File: src/sv/sok_pkg.sv
// Shared constants for the stochastic oscillator percent K unit.
// No dependencies; the result and config interfaces, the divider and the top unit import this package.
package sok_pkg;

  // Width of the window length register and its value after reset
  localparam int unsigned LEN_W = 7;
  localparam logic [LEN_W-1:0] LEN_RESET = 7'd14;

  // Percent K result in unsigned Q7.8, 100 percent is FULL_SCALE
  localparam int unsigned K_W = 15;
  localparam logic [K_W-1:0] FULL_SCALE = 15'd25600;

endpackage

File: src/sv/sok_bar_if.sv
// Input channel carrying one price bar per transaction.
// Depends on nothing but its width parameter.
interface sok_bar_if #(
  parameter int unsigned PRICE_BITS = 32
) ();
  logic                  valid;
  logic                  ready;
  logic [PRICE_BITS-1:0] close_price;
  logic [PRICE_BITS-1:0] low_price;
  logic [PRICE_BITS-1:0] high_price;
  logic                  series_start;

  modport source (output valid, close_price, low_price, high_price, series_start,
                  input ready);
  modport sink   (input valid, close_price, low_price, high_price, series_start,
                  output ready);
endinterface

File: src/sv/sok_result_if.sv
// Output channel carrying one percent K result per transaction.
// Depends on sok_pkg for the result width.
interface sok_result_if import sok_pkg::*; ();
  logic           valid;
  logic           ready;
  logic [K_W-1:0] percent_k;
  logic           warming_up;
  logic           flat_range;
  logic           clipped;

  modport source (output valid, percent_k, warming_up, flat_range, clipped,
                  input ready);
  modport sink   (input valid, percent_k, warming_up, flat_range, clipped,
                  output ready);
endinterface

File: src/sv/sok_cfg_if.sv
// Configuration write channel for the window length register.
// Depends on sok_pkg for the register width.
interface sok_cfg_if import sok_pkg::*; ();
  logic             valid;
  logic             ready;
  logic [LEN_W-1:0] window_length;

  modport source (output valid, window_length, input ready);
  modport sink   (input valid, window_length, output ready);
endinterface

File: src/sv/sok_ram.sv
// Generic single-write, single-read RAM with registered read data.
// No dependencies; used for the high/low bar ring.
module sok_ram #(
  parameter int unsigned WIDTH = 64,
  parameter int unsigned DEPTH = 64
) (
  input  logic                     clk,
  input  logic                     we,
  input  logic [$clog2(DEPTH)-1:0] waddr,
  input  logic [WIDTH-1:0]         wdata,
  input  logic                     re,
  input  logic [$clog2(DEPTH)-1:0] raddr,
  output logic [WIDTH-1:0]         rdata
);

  logic [WIDTH-1:0] mem [DEPTH];

  // Write port and registered read port
  always_ff @(posedge clk) begin
    if (we) begin
      mem[waddr] <= wdata;
    end
    if (re) begin
      rdata <= mem[raddr];
    end
  end

endmodule

File: src/sv/sok_div.sv
// Iterative restoring divider: one quotient bit per cycle, then round half up and clamp to full scale.
// Depends on sok_pkg for the quotient width and full scale value.
module sok_div import sok_pkg::*; #(
  parameter int unsigned PRICE_BITS = 32
) (
  input  logic                      clk,
  input  logic                      rst,
  input  logic                      start,
  input  logic [PRICE_BITS+K_W-1:0] num,
  input  logic [PRICE_BITS-1:0]     den,
  output logic                      done,
  output logic [K_W-1:0]            quot
);

  localparam int unsigned NUM_W = PRICE_BITS + K_W;
  localparam int unsigned CNT_W = $clog2(K_W);

  typedef enum logic [2:0] {
    DV_IDLE  = 3'b001,
    DV_STEP  = 3'b010,
    DV_ROUND = 3'b100
  } div_state_t;

  div_state_t            state;
  logic [NUM_W-1:0]      rem;
  logic [NUM_W-1:0]      dsh;
  logic [PRICE_BITS-1:0] den_q;
  logic [K_W-1:0]        q;
  logic [CNT_W-1:0]      cnt;
  logic [NUM_W:0]        trial;
  logic                  rnd;
  logic [K_W-1:0]        q_inc;

  // Trial subtract of the shifted divisor; the top bit is the borrow
  assign trial = {1'b0, rem} - {1'b0, dsh};

  // Round half up: remainder is below the divisor here, so it fits a price word
  assign rnd   = {rem[PRICE_BITS-1:0], 1'b0} >= {1'b0, den_q};
  assign q_inc = q + K_W'(rnd);

  // Sequence the quotient bits from the top down
  always_ff @(posedge clk) begin
    if (rst) begin
      state <= DV_IDLE;
      done  <= 1'b0;
    end else begin
      done <= 1'b0;
      unique case (state)
        DV_IDLE: begin
          if (start) begin
            rem   <= num;
            dsh   <= NUM_W'(den) << (K_W - 1);
            den_q <= den;
            q     <= '0;
            cnt   <= CNT_W'(K_W - 1);
            state <= DV_STEP;
          end
        end
        DV_STEP: begin
          if (!trial[NUM_W]) begin
            rem <= trial[NUM_W-1:0];
          end
          q   <= {q[K_W-2:0], ~trial[NUM_W]};
          dsh <= dsh >> 1;
          if (cnt == '0) begin
            state <= DV_ROUND;
          end else begin
            cnt <= cnt - 1'b1;
          end
        end
        DV_ROUND: begin
          quot  <= (q_inc > FULL_SCALE) ? FULL_SCALE : q_inc;
          done  <= 1'b1;
          state <= DV_IDLE;
        end
        default: state <= DV_IDLE;
      endcase
    end
  end

endmodule

File: src/sv/stochastic_oscillator_k_unit.sv
// Stochastic oscillator percent K: one bar in, one result out, one bar at a time.
// Warm-up bars go straight to ST_FINISH; others walk the ring (not for a window of one), then
// pass ST_CHECK, ST_RANGE, ST_MUL and ST_DIV, cut short on a flat range or clipped close. The
// ring walk reads one stored bar per cycle and the divider takes 15 steps. A new bar can be taken
// the cycle after the result enters the output register, which holds while the sink stalls.
// Reset clears sequencer, slot pointer and bar count, sets window_length to 14; ring not cleared.
module stochastic_oscillator_k_unit import sok_pkg::*; #(
  parameter int unsigned WINDOW_MAX = 64,
  parameter int unsigned PRICE_BITS = 32
) (
  input  logic           clk,
  input  logic           rst,
  sok_bar_if.sink        bar,
  sok_result_if.source   result,
  sok_cfg_if.sink        cfg
);

  localparam int unsigned AW    = $clog2(WINDOW_MAX);
  localparam int unsigned CW    = $clog2(WINDOW_MAX + 1);
  localparam int unsigned LW    = (CW > LEN_W) ? CW : LEN_W;
  localparam int unsigned PB    = PRICE_BITS;
  localparam int unsigned NUM_W = PB + K_W;

  typedef enum logic [6:0] {
    ST_IDLE   = 7'b0000001,
    ST_SCAN   = 7'b0000010,
    ST_CHECK  = 7'b0000100,
    ST_RANGE  = 7'b0001000,
    ST_MUL    = 7'b0010000,
    ST_DIV    = 7'b0100000,
    ST_FINISH = 7'b1000000
  } state_t;

  state_t           state;
  logic [LEN_W-1:0] window_length;
  logic [AW-1:0]    write_slot;
  logic [LW-1:0]    bars_seen;
  logic [LW-1:0]    len_eff;
  logic [LW-1:0]    bars_next;
  logic             warm_next;
  logic             accept;

  // Ring walk
  logic [AW-1:0]    rd_ptr;
  logic [LW-1:0]    issue_cnt;
  logic             pend;
  logic             ram_re;
  logic [2*PB-1:0]  ram_rdata;
  logic [PB-1:0]    ring_hi;
  logic [PB-1:0]    ring_lo;

  // Working registers
  logic [PB-1:0]    close_q;
  logic [PB-1:0]    hh;
  logic [PB-1:0]    ll;
  logic [PB-1:0]    den;
  logic [PB-1:0]    diff;
  logic [NUM_W-1:0] num;
  logic [PB:0]      den_d;
  logic [PB:0]      diff_d;
  logic             div_go;
  logic             div_done;
  logic [K_W-1:0]   div_quot;
  logic [K_W-1:0]   kval;
  logic             warm;
  logic             flat;
  logic             clip;

  // Output register
  logic             res_valid;
  logic             res_load;
  logic [K_W-1:0]   res_k;
  logic             res_warm;
  logic             res_flat;
  logic             res_clip;

  // Take configuration only between bars; a pending write holds off the next bar
  assign cfg.ready         = (state == ST_IDLE);
  assign bar.ready         = (state == ST_IDLE) && !cfg.valid;
  assign accept            = bar.valid && bar.ready;
  assign result.valid      = res_valid;
  assign result.percent_k  = res_k;
  assign result.warming_up = res_warm;
  assign result.flat_range = res_flat;
  assign result.clipped    = res_clip;
  assign res_load          = (state == ST_FINISH) && (!res_valid || result.ready);

  // Clamp the window length to 1..WINDOW_MAX
  always_comb begin
    if (window_length == '0) begin
      len_eff = LW'(1);
    end else if (LW'(window_length) > LW'(WINDOW_MAX)) begin
      len_eff = LW'(WINDOW_MAX);
    end else begin
      len_eff = LW'(window_length);
    end
  end

  // Count this bar, restarting on series start, saturating at the ring depth
  always_comb begin
    bars_next = bar.series_start ? '0 : bars_seen;
    if (bars_next < LW'(WINDOW_MAX)) begin
      bars_next = bars_next + 1'b1;
    end
    warm_next = bars_next < len_eff;
  end

  assign ram_re  = (state == ST_SCAN) && (issue_cnt != '0);
  assign ring_hi = ram_rdata[2*PB-1:PB];
  assign ring_lo = ram_rdata[PB-1:0];

  // Range and close offsets; the top bit is the borrow
  assign den_d  = {1'b0, hh} - {1'b0, ll};
  assign diff_d = {1'b0, close_q} - {1'b0, ll};

  sok_ram #(
    .WIDTH (2 * PB),
    .DEPTH (WINDOW_MAX)
  ) u_ring (
    .clk   (clk),
    .we    (accept),
    .waddr (write_slot),
    .wdata ({bar.high_price, bar.low_price}),
    .re    (ram_re),
    .raddr (rd_ptr),
    .rdata (ram_rdata)
  );

  sok_div #(
    .PRICE_BITS (PB)
  ) u_div (
    .clk   (clk),
    .rst   (rst),
    .start (div_go),
    .num   (num),
    .den   (den),
    .done  (div_done),
    .quot  (div_quot)
  );

  // Configuration register; any write restarts the bar count
  always_ff @(posedge clk) begin
    if (rst) begin
      window_length <= LEN_RESET;
    end else if (cfg.valid && cfg.ready) begin
      window_length <= cfg.window_length;
    end
  end

  // Main sequencer
  always_ff @(posedge clk) begin
    if (rst) begin
      state      <= ST_IDLE;
      write_slot <= '0;
      bars_seen  <= '0;
      pend       <= 1'b0;
      div_go     <= 1'b0;
      res_valid  <= 1'b0;
    end else begin
      div_go <= 1'b0;
      pend   <= ram_re;

      // Load the output register at the end of a bar, drop it once the sink takes it
      if (res_load) begin
        res_valid <= 1'b1;
      end else if (result.valid && result.ready) begin
        res_valid <= 1'b0;
      end

      unique case (state)
        ST_IDLE: begin
          if (cfg.valid && cfg.ready) begin
            // A window length write restarts the series
            bars_seen <= '0;
          end else if (accept) begin
            write_slot <= (write_slot == AW'(WINDOW_MAX - 1)) ? '0 : write_slot + 1'b1;
            bars_seen  <= bars_next;
            close_q    <= bar.close_price;
            hh         <= bar.high_price;
            ll         <= bar.low_price;
            warm       <= warm_next;
            flat       <= 1'b0;
            clip       <= 1'b0;
            kval       <= '0;
            rd_ptr     <= (write_slot == '0) ? AW'(WINDOW_MAX - 1) : write_slot - 1'b1;
            issue_cnt  <= len_eff - 1'b1;
            if (warm_next) begin
              state <= ST_FINISH;
            end else if (len_eff == LW'(1)) begin
              state <= ST_CHECK;
            end else begin
              state <= ST_SCAN;
            end
          end
        end
        ST_SCAN: begin
          // Issue one read per cycle, walking back from the bar before the newest
          if (ram_re) begin
            rd_ptr    <= (rd_ptr == '0) ? AW'(WINDOW_MAX - 1) : rd_ptr - 1'b1;
            issue_cnt <= issue_cnt - 1'b1;
          end
          // Fold in the bar read last cycle
          if (pend) begin
            if (ring_hi > hh) begin
              hh <= ring_hi;
            end
            if (ring_lo < ll) begin
              ll <= ring_lo;
            end
          end
          if ((issue_cnt == '0) && !pend) begin
            state <= ST_CHECK;
          end
        end
        ST_CHECK: begin
          den  <= den_d[PB-1:0];
          diff <= diff_d[PB-1:0];
          if (den_d[PB] || (den_d[PB-1:0] == '0)) begin
            flat  <= 1'b1;
            state <= ST_FINISH;
          end else if (diff_d[PB]) begin
            clip  <= 1'b1;
            state <= ST_FINISH;
          end else begin
            state <= ST_RANGE;
          end
        end
        ST_RANGE: begin
          if (diff > den) begin
            clip  <= 1'b1;
            kval  <= FULL_SCALE;
            state <= ST_FINISH;
          end else begin
            state <= ST_MUL;
          end
        end
        ST_MUL: begin
          num    <= NUM_W'(diff) * NUM_W'(FULL_SCALE);
          div_go <= 1'b1;
          state  <= ST_DIV;
        end
        ST_DIV: begin
          if (div_done) begin
            kval  <= div_quot;
            state <= ST_FINISH;
          end
        end
        ST_FINISH: begin
          // Fill the output register once it is free
          if (res_load) begin
            res_k    <= kval;
            res_warm <= warm;
            res_flat <= flat;
            res_clip <= clip;
            state    <= ST_IDLE;
          end
        end
        default: state <= ST_IDLE;
      endcase
    end
  end

endmodule
File: src/flat_wrapper.sv
// flat-port wrapper written by rule: the top's interface ports become plain ports
module stochastic_oscillator_k_unit_flat import sok_pkg::*;
#(
  parameter int unsigned WINDOW_MAX = 64,
  parameter int unsigned PRICE_BITS = 32
)
  (clk, rst, bar_valid, bar_close_price, bar_low_price, bar_high_price, bar_series_start, bar_ready, result_valid, result_percent_k, result_warming_up, result_flat_range, result_clipped, result_ready, cfg_valid, cfg_window_length, cfg_ready);
  sok_bar_if #(.PRICE_BITS(PRICE_BITS)) bar_i ();
  sok_result_if result_i ();
  sok_cfg_if cfg_i ();
  input  logic clk;
  input  logic rst;
  input wire logic [$bits(bar_i.valid)-1:0] bar_valid;
  input wire logic [$bits(bar_i.close_price)-1:0] bar_close_price;
  input wire logic [$bits(bar_i.low_price)-1:0] bar_low_price;
  input wire logic [$bits(bar_i.high_price)-1:0] bar_high_price;
  input wire logic [$bits(bar_i.series_start)-1:0] bar_series_start;
  output wire logic [$bits(bar_i.ready)-1:0] bar_ready;
  output wire logic [$bits(result_i.valid)-1:0] result_valid;
  output wire logic [$bits(result_i.percent_k)-1:0] result_percent_k;
  output wire logic [$bits(result_i.warming_up)-1:0] result_warming_up;
  output wire logic [$bits(result_i.flat_range)-1:0] result_flat_range;
  output wire logic [$bits(result_i.clipped)-1:0] result_clipped;
  input wire logic [$bits(result_i.ready)-1:0] result_ready;
  input wire logic [$bits(cfg_i.valid)-1:0] cfg_valid;
  input wire logic [$bits(cfg_i.window_length)-1:0] cfg_window_length;
  output wire logic [$bits(cfg_i.ready)-1:0] cfg_ready;
  assign bar_i.valid = bar_valid;
  assign bar_i.close_price = bar_close_price;
  assign bar_i.low_price = bar_low_price;
  assign bar_i.high_price = bar_high_price;
  assign bar_i.series_start = bar_series_start;
  assign bar_ready = bar_i.ready;
  assign result_valid = result_i.valid;
  assign result_percent_k = result_i.percent_k;
  assign result_warming_up = result_i.warming_up;
  assign result_flat_range = result_i.flat_range;
  assign result_clipped = result_i.clipped;
  assign result_i.ready = result_ready;
  assign cfg_i.valid = cfg_valid;
  assign cfg_i.window_length = cfg_window_length;
  assign cfg_ready = cfg_i.ready;
  stochastic_oscillator_k_unit #(.WINDOW_MAX(WINDOW_MAX), .PRICE_BITS(PRICE_BITS)) u_core (.clk(clk), .rst(rst), .bar(bar_i), .result(result_i), .cfg(cfg_i));
endmodule
File: config.mk
export PLATFORM = sky130hd
export DESIGN_NAME = stochastic_oscillator_k_unit_flat
export DESIGN_NICKNAME = d
export VERILOG_FILES = /design/src/sv/sok_pkg.sv /design/src/sv/sok_bar_if.sv /design/src/sv/sok_result_if.sv /design/src/sv/sok_cfg_if.sv /design/src/sv/sok_ram.sv /design/src/sv/sok_div.sv /design/src/sv/stochastic_oscillator_k_unit.sv /design/src/flat_wrapper.sv
export SDC_FILE = /design/constraint.sdc
export NUM_CORES = 2
export LEC_CHECK = 0
export ABC_AREA = 0
export BUFFER_PORTS_ARGS = -buffer_cell sky130_fd_sc_hd__buf_2
export CAP_MARGIN = 20
export CORE_ASPECT_RATIO = 1.2
export CORE_UTILIZATION = 60
export DETAILED_ROUTE_END_ITERATION = 8
export GPL_TIMING_DRIVEN = 0
export PLACE_DENSITY = 0.73
export SETUP_SLACK_MARGIN = 0.5
export SLEW_MARGIN = 20
export SYNTH_ARGS = -nofsm -noshare
export SYNTH_HDL_FRONTEND = slang
export SYNTH_SLANG_ARGS = --single-unit
File: constraint.sdc
create_clock -name clk -period 8.25 [get_ports clk]
set_clock_uncertainty 0.15 [all_clocks]
set_input_delay 1.2375 -clock clk [delete_from_list [all_inputs] [get_ports clk]]
set_output_delay 1.2375 -clock clk [all_outputs]
set_load 0.005 [all_outputs]
==> impl_metrics.ini <==
[synthesis]
synthSimpleGateAreaFrac = 0.0256
yosys.area_share.adder = 0.0271
muxShareOfSynthArea = 0.158
synthArstFlopShare = 0
yosysWarnings = 0
synth_edf_count = 4565
syn-cell-area_um2 = 187000
synthDistinctLibCells = 87
synth_compound_area_frac = 0.0277
ys_ff_latch = 4599
synth_top_family_by_area = multiplexers
synth_fp_nets = 9593
synth-main-ff-cell = edfxtp_1
synthCells = 9098
ys_seq_area_frac = 0.739
synth_area_per_cell_um2 = 20.5
synth-xor-area-share = 0.00709

[run_status]
status = completed

[clock_network]
cts_resized = 0
cts-buffers-inserted = 429
cts_post_setup_buffers_inserted = 0
clk_path_buf_depth = 4
clkLatencyLatePin_ns = 1.03
cts.clk_slew.worst_paths_ns = 0.07
clock-root-buffer = clkbuf_16
clock-sinks = 4599
cts_tree = done
hold_buffers = 0
cts_max_level = 5

[critical_path]
cp.arrival_ns = 7.06
crit_path_end_kind = flip-flop
crit_type = flip-flop to flip-flop
cp-startpoint = u_core.rd_ptr[0]
startpoint_type = flip-flop
crit_required_ns = 8.86
r2r_end = u_core.u_ring.rdata[40]
worstRegToRegCells = 9
reg2reg_slack_ns = 1.80
endpoint = u_core.u_ring.rdata[40]
critical_path.max_fanout = 10
reg2reg_from = u_core.rd_ptr[0]

[finish]
drive_gt1_frac = 0.251
area_delta_synth_final_pct = 15.1
finalNetCount = 10500
mostFrequentLayoutCell = edfxtp_1
layout_common_cells = 4565 x edfxtp_1, 1257 x mux4_2, 435 x clkbuf_16

[global_routing]
grt_pass1_wl_mm = 783
grt_pass1_vias = 103000
grt_max_degree = 66
gr-total-overflow = 0
grt_usage = 0.366
antenna_found_initial = 30

[timing]
fin_crit_sh = 0.781
slew_headroom = 0.0882
setup_viol = 0
setup_ws_ns = 1.80
fin_crit_ns = 6.45
fmax_mhz = 155
tightestPinTransition_ns = 1.37
finalHoldViolations = 0
fin_tns_setup_ns = 0
report.final.slew_viol_count = 0
grt_setup_unrepaired = no

[floorplanning]
core-area_um2 = 308000
chipWidth_um = 511
start_util = 0.605
io_pins = 130
chipHeight_um = 613
dieArea_um2 = 313000
rows = 223

[power]
ir_worst_vdd_uv = 250
cellLeakagePower_uw = 0.0722
power.density_nw_per_um2 = 228

[detailed_routing]
antenna_left = 0
num_vias = 102000
vias_per_cell = 7.07
wl_per_cell_um = 39.6
route.detailed.drc = 0
dr.pass1.iters = 8
drt_wl_total_mm = 571
drt_iter0_drc = 15700

[min_path]
hp-class = input pin to flip-flop
holdPathStages = 1

[place]
dp_hpwl_mm = 382
portBuffers = 127
gp_congestion = 0.938
preCtsSetupSlack_ns = 2.04

[run]
cap_viol_max_count = 0
## cells in the mapped netlist (10+ instances only)
cell type / instances / area [um^2]
edfxtp_1: 4565 / 137000
mux4_2: 1257 / 28300
nand2_1: 392 / 1470
inv_1: 370 / 1390
ha_1: 356 / 4450
clkbuf_1: 279 / 1050
nor2_1: 255 / 957
a21oi_1: 208 / 1040
o21ai_0: 155 / 776
mux2i_1: 122 / 1220
a21o_1: 116 / 871
buf_1: 111 / 417
xnor2_1: 91 / 797
o221ai_1: 61 / 534
xor2_1: 60 / 526
nand3_1: 54 / 270
nand2b_1: 46 / 288
nand4_1: 45 / 282
nor2b_1: 42 / 263
and2_1: 39 / 244
dfxtp_1: 34 / 681
nor3_1: 34 / 170
o22ai_1: 32 / 200
o21a_1: 31 / 233
fa_1: 30 / 601
and3_1: 25 / 156
o21bai_1: 23 / 173
o211ai_1: 21 / 158
a211oi_1: 19 / 143
or3_1: 19 / 119
a31oi_1: 14 / 87.6
a311oi_1: 11 / 96.3
nor4_1: 11 / 68.8
o31a_1: 11 / 96.3
or2_2: 11 / 68.8
nand3b_1: 10 / 75.1
## power breakdown
group / switching (uW) / internal, uW / leakage [uW]
combinational: 1840 / 1010 / 0.0241
sequential: 110 / 25900 / 0.0412
clock: 8850 / 11400 / 0.00687
total: 10800 / 38300 / 0.0722
## metal layers
metal / vias to the layer above / track usage / wire length (um) / share of wire
li1: 39200 / - / - / -
met4: 28 / 0.261 / 49500 / 0.087
met1: 52300 / 0.429 / 182000 / 0.32
met3: 2117 / 0.0866 / 63600 / 0.11
met5: - / 0 / 218 / 0.00038
met2: 8172 / 0.600 / 276000 / 0.48
## flip-flops by register name, indices dropped and copies added (netlist names), 7 cells and up
signal,count
u_core.u_div.dsh,46
u_core.result.percent_k,15
u_core.u_div.den_q,32
u_core.u_ring.mem,4096
u_core.ll,32
u_core.window_length,7
u_core.u_div.rem,47
u_core.den,32
u_core.num,37
u_core.issue_cnt,7
u_core.state,7
u_core.hh,32
u_core.kval,15
u_core.close_q,32
u_core.u_ring.rdata,64
u_core.diff,32
u_core.bars_seen,7
u_core.u_div.q,15
u_core.u_div.quot,15
## stage by stage
step | instance area (um^2) | hold WS (ns) | total power (uW) | util | instances
final | 215000 | 0.259 | 49100 | 0.697 | 14400
after floorplan | 187000 | 0.250 | 27900 | - | 9098
after CTS | 214000 | 0.212 | 49000 | 0.696 | 14400
after detailed placement | 200000 | 0.255 | 29200 | 0.650 | 13600
after global placement | 192000 | 0.252 | 29100 | 0.624 | 13300
after global routing | 215000 | 0.231 | 50000 | 0.696 | 14400
## cell families (layout without fill, tap and decap cells)
family	Yosys count	in the layout
AND/OR/NAND/NOR	1024	1024
buffers and inverters	771	2022
other	0	9
adder cells (fa/ha/maj)	386	386
flip-flops	4599	4599
XOR/XNOR	151	151
multiplexers	1380	1380
AO/OA/AOI/OAI	787	787
## how the worst min path moves through the flow
stage	startpoint	to
2_1_floorplan	u_core.clip	u_core.result.clipped
3_3_place_gp	u_core.kval[9]	u_core.result.percent_k[9]
3_5_place_dp	u_core.kval[14]	u_core.result.percent_k[14]
4_1_cts	bar_close_price[7]	u_core.close_q[7]
5_1_grt	bar_close_price[6]	u_core.close_q[6]
6_report	bar_close_price[9]	u_core.close_q[9]
## final cells by class
type,count,area (um^2)
Antenna cell,9,22.5
Multi-Input combinational cell,3728,46400
Clock inverter,266,2950
Fill cell,18000,93600
Sequential cell,4599,138000
Inverter,371,1400
Timing Repair Buffer,472,8260
Buffer,400,1690
Tap cell,4050,5070
Clock buffer,513,11200
## critical path, stage by stage (launching register included)
cell and delay [ns]:
edfxtp_1 0.64, clkbuf_1 0.83, buf_2 1.07, clkbuf_1 0.56, buf_1 0.83, mux4_2 0.62, mux2i_1 0.39, o221ai_1 0.56
o22ai_1 0.34, nor2_1 0.11
(Power assumes the default switching activity.)
